<file path="config.mk">
export PLATFORM = sky130hd
export DESIGN_NAME = bpfa_ctrl
export DESIGN_NICKNAME = d
export VERILOG_FILES = /design/src/rtl/bpfa_pkg.sv /design/src/rtl/bpfa_ctrl.sv
export VERILOG_INCLUDE_DIRS = /design/src /design/src/rtl
export SDC_FILE = /design/constraint.sdc
export NUM_CORES = 1
export LEC_CHECK = 0
export ABC_AREA = 1
export BUFFER_PORTS_ARGS = -buffer_cell sky130_fd_sc_hd__buf_2
export CORE_AREA = 4 4 41 43
export DETAILED_ROUTE_END_ITERATION = 10
export DIE_AREA = 0 0 45 47
export HOLD_SLACK_MARGIN = 0.02
export PLACE_DENSITY_LB_ADDON = 0.12
export SLEW_MARGIN = 20
export SYNTH_ARGS = -nofsm -noshare
export SYNTH_HDL_FRONTEND = slang
export SYNTH_SLANG_ARGS = --single-unit
</file>
<file path="constraint.sdc">
create_clock -name clk_i -period 1.75 [get_ports clk_i]
set_clock_uncertainty 0.15 [all_clocks]
set_input_delay 0.35 -clock clk_i [delete_from_list [all_inputs] [get_ports clk_i]]
set_output_delay 0.35 -clock clk_i [all_outputs]
set_load 0.02 [all_outputs]
</file>
<file path="src/rtl/assert_macros.svh">
// Assertion helpers shared by the allocator RTL.
// Both expect clk_i in the enclosing module; BPFA_ASSERT also expects rst_ni.
`ifndef ASSERT_MACROS_SVH
`define ASSERT_MACROS_SVH

// Checked while out of reset.
`define BPFA_ASSERT(lbl, prop, msg) \
  lbl: assert property (@(posedge clk_i) disable iff (!rst_ni) prop) else $error(msg);

// Checked on every edge, reset included.
`define BPFA_ASSERT_ALWAYS(lbl, prop, msg) \
  lbl: assert property (@(posedge clk_i) prop) else $error(msg);

`endif

</file>
<file path="src/rtl/bpfa_pkg.sv">
// ----------------------------------------------------------------------------
// bpfa_pkg
// Shared types and constants of the bitmap page frame allocator.
// ----------------------------------------------------------------------------
`default_nettype none

package bpfa_pkg;

  localparam int unsigned PAGE_W     = 16;
  localparam int unsigned CNT_W      = 17;
  localparam int unsigned PTR_W      = 18;
  localparam int unsigned WORD_BITS  = 64;
  localparam int unsigned BIT_W      = 6;
  localparam int unsigned MAP_WORDS  = 1024;
  localparam int unsigned WADDR_W    = 10;
  localparam int unsigned STEP_PAGES = 8;
  localparam int unsigned STEP_W     = 4;
  localparam int unsigned APB_ADDR_W = 3;
  localparam int unsigned APB_DATA_W = 32;

  localparam logic [CNT_W-1:0] PAGE_SPAN = 17'h10000;

  // request modes
  localparam logic [2:0] MODE_ALLOC     = 3'd0;
  localparam logic [2:0] MODE_ALLOC_DMA = 3'd1;
  localparam logic [2:0] MODE_FREE      = 3'd2;
  localparam logic [2:0] MODE_MARK_FREE = 3'd3;
  localparam logic [2:0] MODE_RESERVE   = 3'd4;

  // register select (paddr bit 2)
  localparam logic REG_TOTAL_PAGES = 1'b0;
  localparam logic REG_DMA_LIMIT   = 1'b1;

  typedef enum logic [2:0] {
    ST_OK     = 3'd0,
    ST_ZERO   = 3'd1,
    ST_NORUN  = 3'd2,
    ST_DOUBLE = 3'd3,
    ST_RANGE  = 3'd4
  } status_e;

  typedef enum logic [2:0] {
    OP_NONE,
    OP_SCAN,
    OP_FREE,
    OP_SETFREE,
    OP_RESERVE
  } op_e;

  typedef enum logic [3:0] {
    S_CLEAR,
    S_IDLE,
    S_CHECK,
    S_READ,
    S_LOAD,
    S_PROC,
    S_WRITE,
    S_WRITE_END,
    S_MARK,
    S_DONE
  } state_e;

  typedef struct packed {
    logic accept;
    logic clr;
    logic rd;
    logic load;
    logic proc;
    logic wr;
    logic mark;
  } cmd_t;

  typedef struct packed {
    logic empty;
    logic found;
    logic stop;
    logic walk_end;
    logic word_end;
    logic writes;
    logic clr_last;
  } stat_t;

endpackage

`default_nettype wire

</file>
<file path="src/rtl/bpfa_ctrl.sv">
// ----------------------------------------------------------------------------
// bpfa_ctrl
// Sequencer: map clearing pass, word read/step/write loop, mark, result strobe.
// ----------------------------------------------------------------------------
`default_nettype none
`include "assert_macros.svh"

module bpfa_ctrl import bpfa_pkg::*; (
  input  wire logic  clk_i,
  input  wire logic  rst_ni,
  input  wire logic  start_i,
  input  wire stat_t stat_i,
  output cmd_t       cmd_o,
  output logic       busy_o,
  output logic       done_o
);

  state_e state_q, state_d;

  always_ff @(posedge clk_i or negedge rst_ni) begin
    if (!rst_ni) begin
      state_q <= S_CLEAR;
    end else begin
      state_q <= state_d;
    end
  end

  // next state and commands
  always_comb begin
    state_d = state_q;
    cmd_o   = '0;
    busy_o  = 1'b1;
    done_o  = 1'b0;
    unique case (state_q)
      S_CLEAR: begin
        cmd_o.clr = 1'b1;
        if (stat_i.clr_last) state_d = S_IDLE;
      end
      S_IDLE: begin
        busy_o = 1'b0;
        if (start_i) begin
          cmd_o.accept = 1'b1;
          state_d      = S_CHECK;
        end
      end
      S_CHECK: state_d = stat_i.empty ? S_DONE : S_READ;
      S_READ: begin
        cmd_o.rd = 1'b1;
        state_d  = S_LOAD;
      end
      S_LOAD: begin
        cmd_o.load = 1'b1;
        state_d    = S_PROC;
      end
      S_PROC: begin
        cmd_o.proc = 1'b1;
        if (stat_i.found)                          state_d = S_MARK;
        else if (stat_i.stop || stat_i.walk_end)   state_d = stat_i.writes ? S_WRITE_END : S_DONE;
        else if (stat_i.word_end)                  state_d = stat_i.writes ? S_WRITE : S_READ;
      end
      S_WRITE: begin
        cmd_o.wr = 1'b1;
        state_d  = S_READ;
      end
      S_WRITE_END: begin
        cmd_o.wr = 1'b1;
        state_d  = S_DONE;
      end
      S_MARK: begin
        cmd_o.mark = 1'b1;
        state_d    = S_READ;
      end
      S_DONE: begin
        done_o  = 1'b1;
        state_d = S_IDLE;
      end
      default: state_d = S_IDLE;
    endcase
  end

  `BPFA_ASSERT(a_done_pulse, done_o |=> !done_o, "result strobe longer than one cycle")
  `BPFA_ASSERT(a_accept_busy, start_i && !busy_o |=> busy_o, "not busy after accept")
  `BPFA_ASSERT(a_no_write_idle, !busy_o |-> !(cmd_o.wr || cmd_o.clr), "map written while idle")

endmodule

`default_nettype wire

</file>
==> metrics <==
outcome=complete, but fails checks; violated checks=setup timing; max-slew violations=0; first-pass GRT wire length=1904 um; FF+latch count, synth=4; CTS clk-pin slew, worst paths=approximately 0.04 ns; initial antenna violation count=0; share of cells above drive strength 1=0.4200; Clk Latency, worst-skew pair=0.23 ns; Initial Utilization=0.3067; Core Region=1301 sq um; Period Utilization, post-route=1.004; Synth Cell Area=399.1 sq um; max reg flops=4; vias in the first global route=approximately 480; sequential share of the synthesized area=0.2508; Max VDD drop=0.0005955 V; RSZ-0062 raised after global routing=true; Post-Syn Instances=73; grt ovf=0; Relative slew margins=0.8326; Std-Cell Rows=13; leakage=roughly 0.39 nW; largest net degree at the start of global routing=7; fin crit period=1.758 ns; vias after detailed routing=537; chip width=45 um; syn avg cell area=5.468 sq um; Pre-Repair DR Iteration Count=4; Setup-failing EPs final=1; Root Driver=clkbuf_4; Total Nets Final=112; Distinct cells, synth=13; worst setup margin=-0.007775 ns; Layout area overhead=55.80%; WS Path Type=reg2out; CTS Buf Count=3; detailed-route vias per instance=4.670; ANT nets after route=0; startpoint types=flip-flop; Synth warnings=0; I/O pin count=19; GPL Wtd Cong=0.8240; largest registers=state_q (4); routed len/inst=approximately 12 um; htree depth=1; post-synth top area share=0.2508; final hold viol count=0; die area=2115 sq um; maxcap violations=0; Critical Path RT=1.25 ns; ranking of synthesized cells by area=dfrtp_1, nand2_1, inv_1; CTS Sinks=4; Clock Path Buffers=2; Chip Height=47 um; initial drt markers=12; fmax=0.5689 GHz; layout filler cell count=146; Hold Worst Slack=0.2516 ns; Synth area leader=dfrtp_1; Top reg by flops=state_q; Mapped Nets=83; type of the most critical hold path=in2reg; final core utilization=0.4779; GRT Total Usage=0.1260; Final Total Pwr=1.108 mW; Slew @ Worst Pin=0.2485 ns; WL final=approximately 1300 um; Worst Setup End Kind=output pin; Final HPWL DP=933.7 um; DRC Markers=0; pwr dens=1783 nW/um^2; Worst Path Arrival=1.26 ns; buffers added on ports=18; CTS tree=yes; ant diodes=0; critical-path maximum fanout=5
-- worst max-delay path, stage by stage, from the launching register on --
cell and delay [ns]:
dfrtp_1 0.41, inv_1 0.10, nor2_2 0.18, nand2_2 0.12, inv_1 0.06, buf_2 0.15
-- final timing paths --
kind	startpoint	end	slack, ns	cells past startpoint
worst max-delay path	state_q[2]	cmd_o[3]	-0.008	5
worst min-delay path	stat_i[6]	state_q[3]	0.25	3
worst max register to register	state_q[2]	state_q[0]	0.24	9
worst min register to register	state_q[0]	state_q[3]	0.51	2
max in group asynchronous	rst_ni	state_q[0]	0.99	2
min in group asynchronous	rst_ni	state_q[3]	0.33	2
-- timing repair --
| item | CTS | global route |
|---|---|---|
| hold endpoints to repair | 4 | 0 |
| hold buffers | 1 | 0 |
| gates resized for setup | 3 | 16 |
| setup buffers | 1 | 3 |
| pin swaps | 0 | 2 |
| endpoints found under the setup margin | 2 | 6 |
-- report_power, final --
group / internal [mW] / switching (mW) / total (mW)
sequential: 0.140 / 0.0677 / 0.208
clock: 0.0767 / 0.0374 / 0.114
combinational: 0.303 / 0.484 / 0.787
total: 0.520 / 0.589 / 1.11
-- synth_stat cells (all sizes together) --
master / count
nand3: 10
inv: 16
nor2: 16
o21ai: 3
a21oi: 2
nand2: 20
dfrtp: 4
o211ai: 1
or2: 1
-- kinds of logic after synthesis --
kind of cell           after synthesis  share of synthesized area
DFF                                  4                     0.2508
buffers and inverters               16                     0.1505
AOI/OAI and AO/OA                    6                    0.08150
and+or+nand+nor                     47                     0.5172
-- routing by layer --
| metal | routed length [um] | global-route usage | up-vias |
|---|---|---|---|
| met5 | 0 | 0 | - |
| met4 | 12 | 0.03509 | 0 |
| met3 | 84 | 0.03448 | 2 |
| met2 | 721 | 0.2486 | 19 |
| met1 | 507 | 0.1284 | 240 |
| li1 | - | - | 276 |
-- stage by stage --
stage	area (sq um)	worst slack, ns	std cells	TNS [ns]
2_1_floorplan	399.1	0.04121	73	0
3_3_place_gp	515.5	0.2206	107	0
3_5_place_dp	515.5	0.2042	107	0
4_1_cts	563.0	0.008068	112	0
5_1_grt	621.8	-0.08698	115	-0.1240
6_report	621.8	-0.007775	115	-0.007775
-- cell usage in the layout (no fill, tap or decap), types with 3 or more instances in the layout --
cell type / synthesis / routed
buf_2: 0 / 14
buf_4: 0 / 8
clkbuf_4: 0 / 3
inv_1: 16 / 13
inv_2: 0 / 3
nand2_1: 20 / 17
nand3_1: 9 / 9
nor2_1: 14 / 10
nor2_2: 1 / 4
-- final cells by class --
class | instances | area, sq um | share of cell area
well taps | 15 | 18.77 | 0.03018
clock buffers | 3 | 22.52 | 0.03622
repair buffers | 24 | 151.4 | 0.2435
multi-input cells | 53 | 266.5 | 0.4286
inverters | 16 | 60.06 | 0.09658
flip-flops and latches | 4 | 102.6 | 0.1650
(Power assumes the default switching activity.)
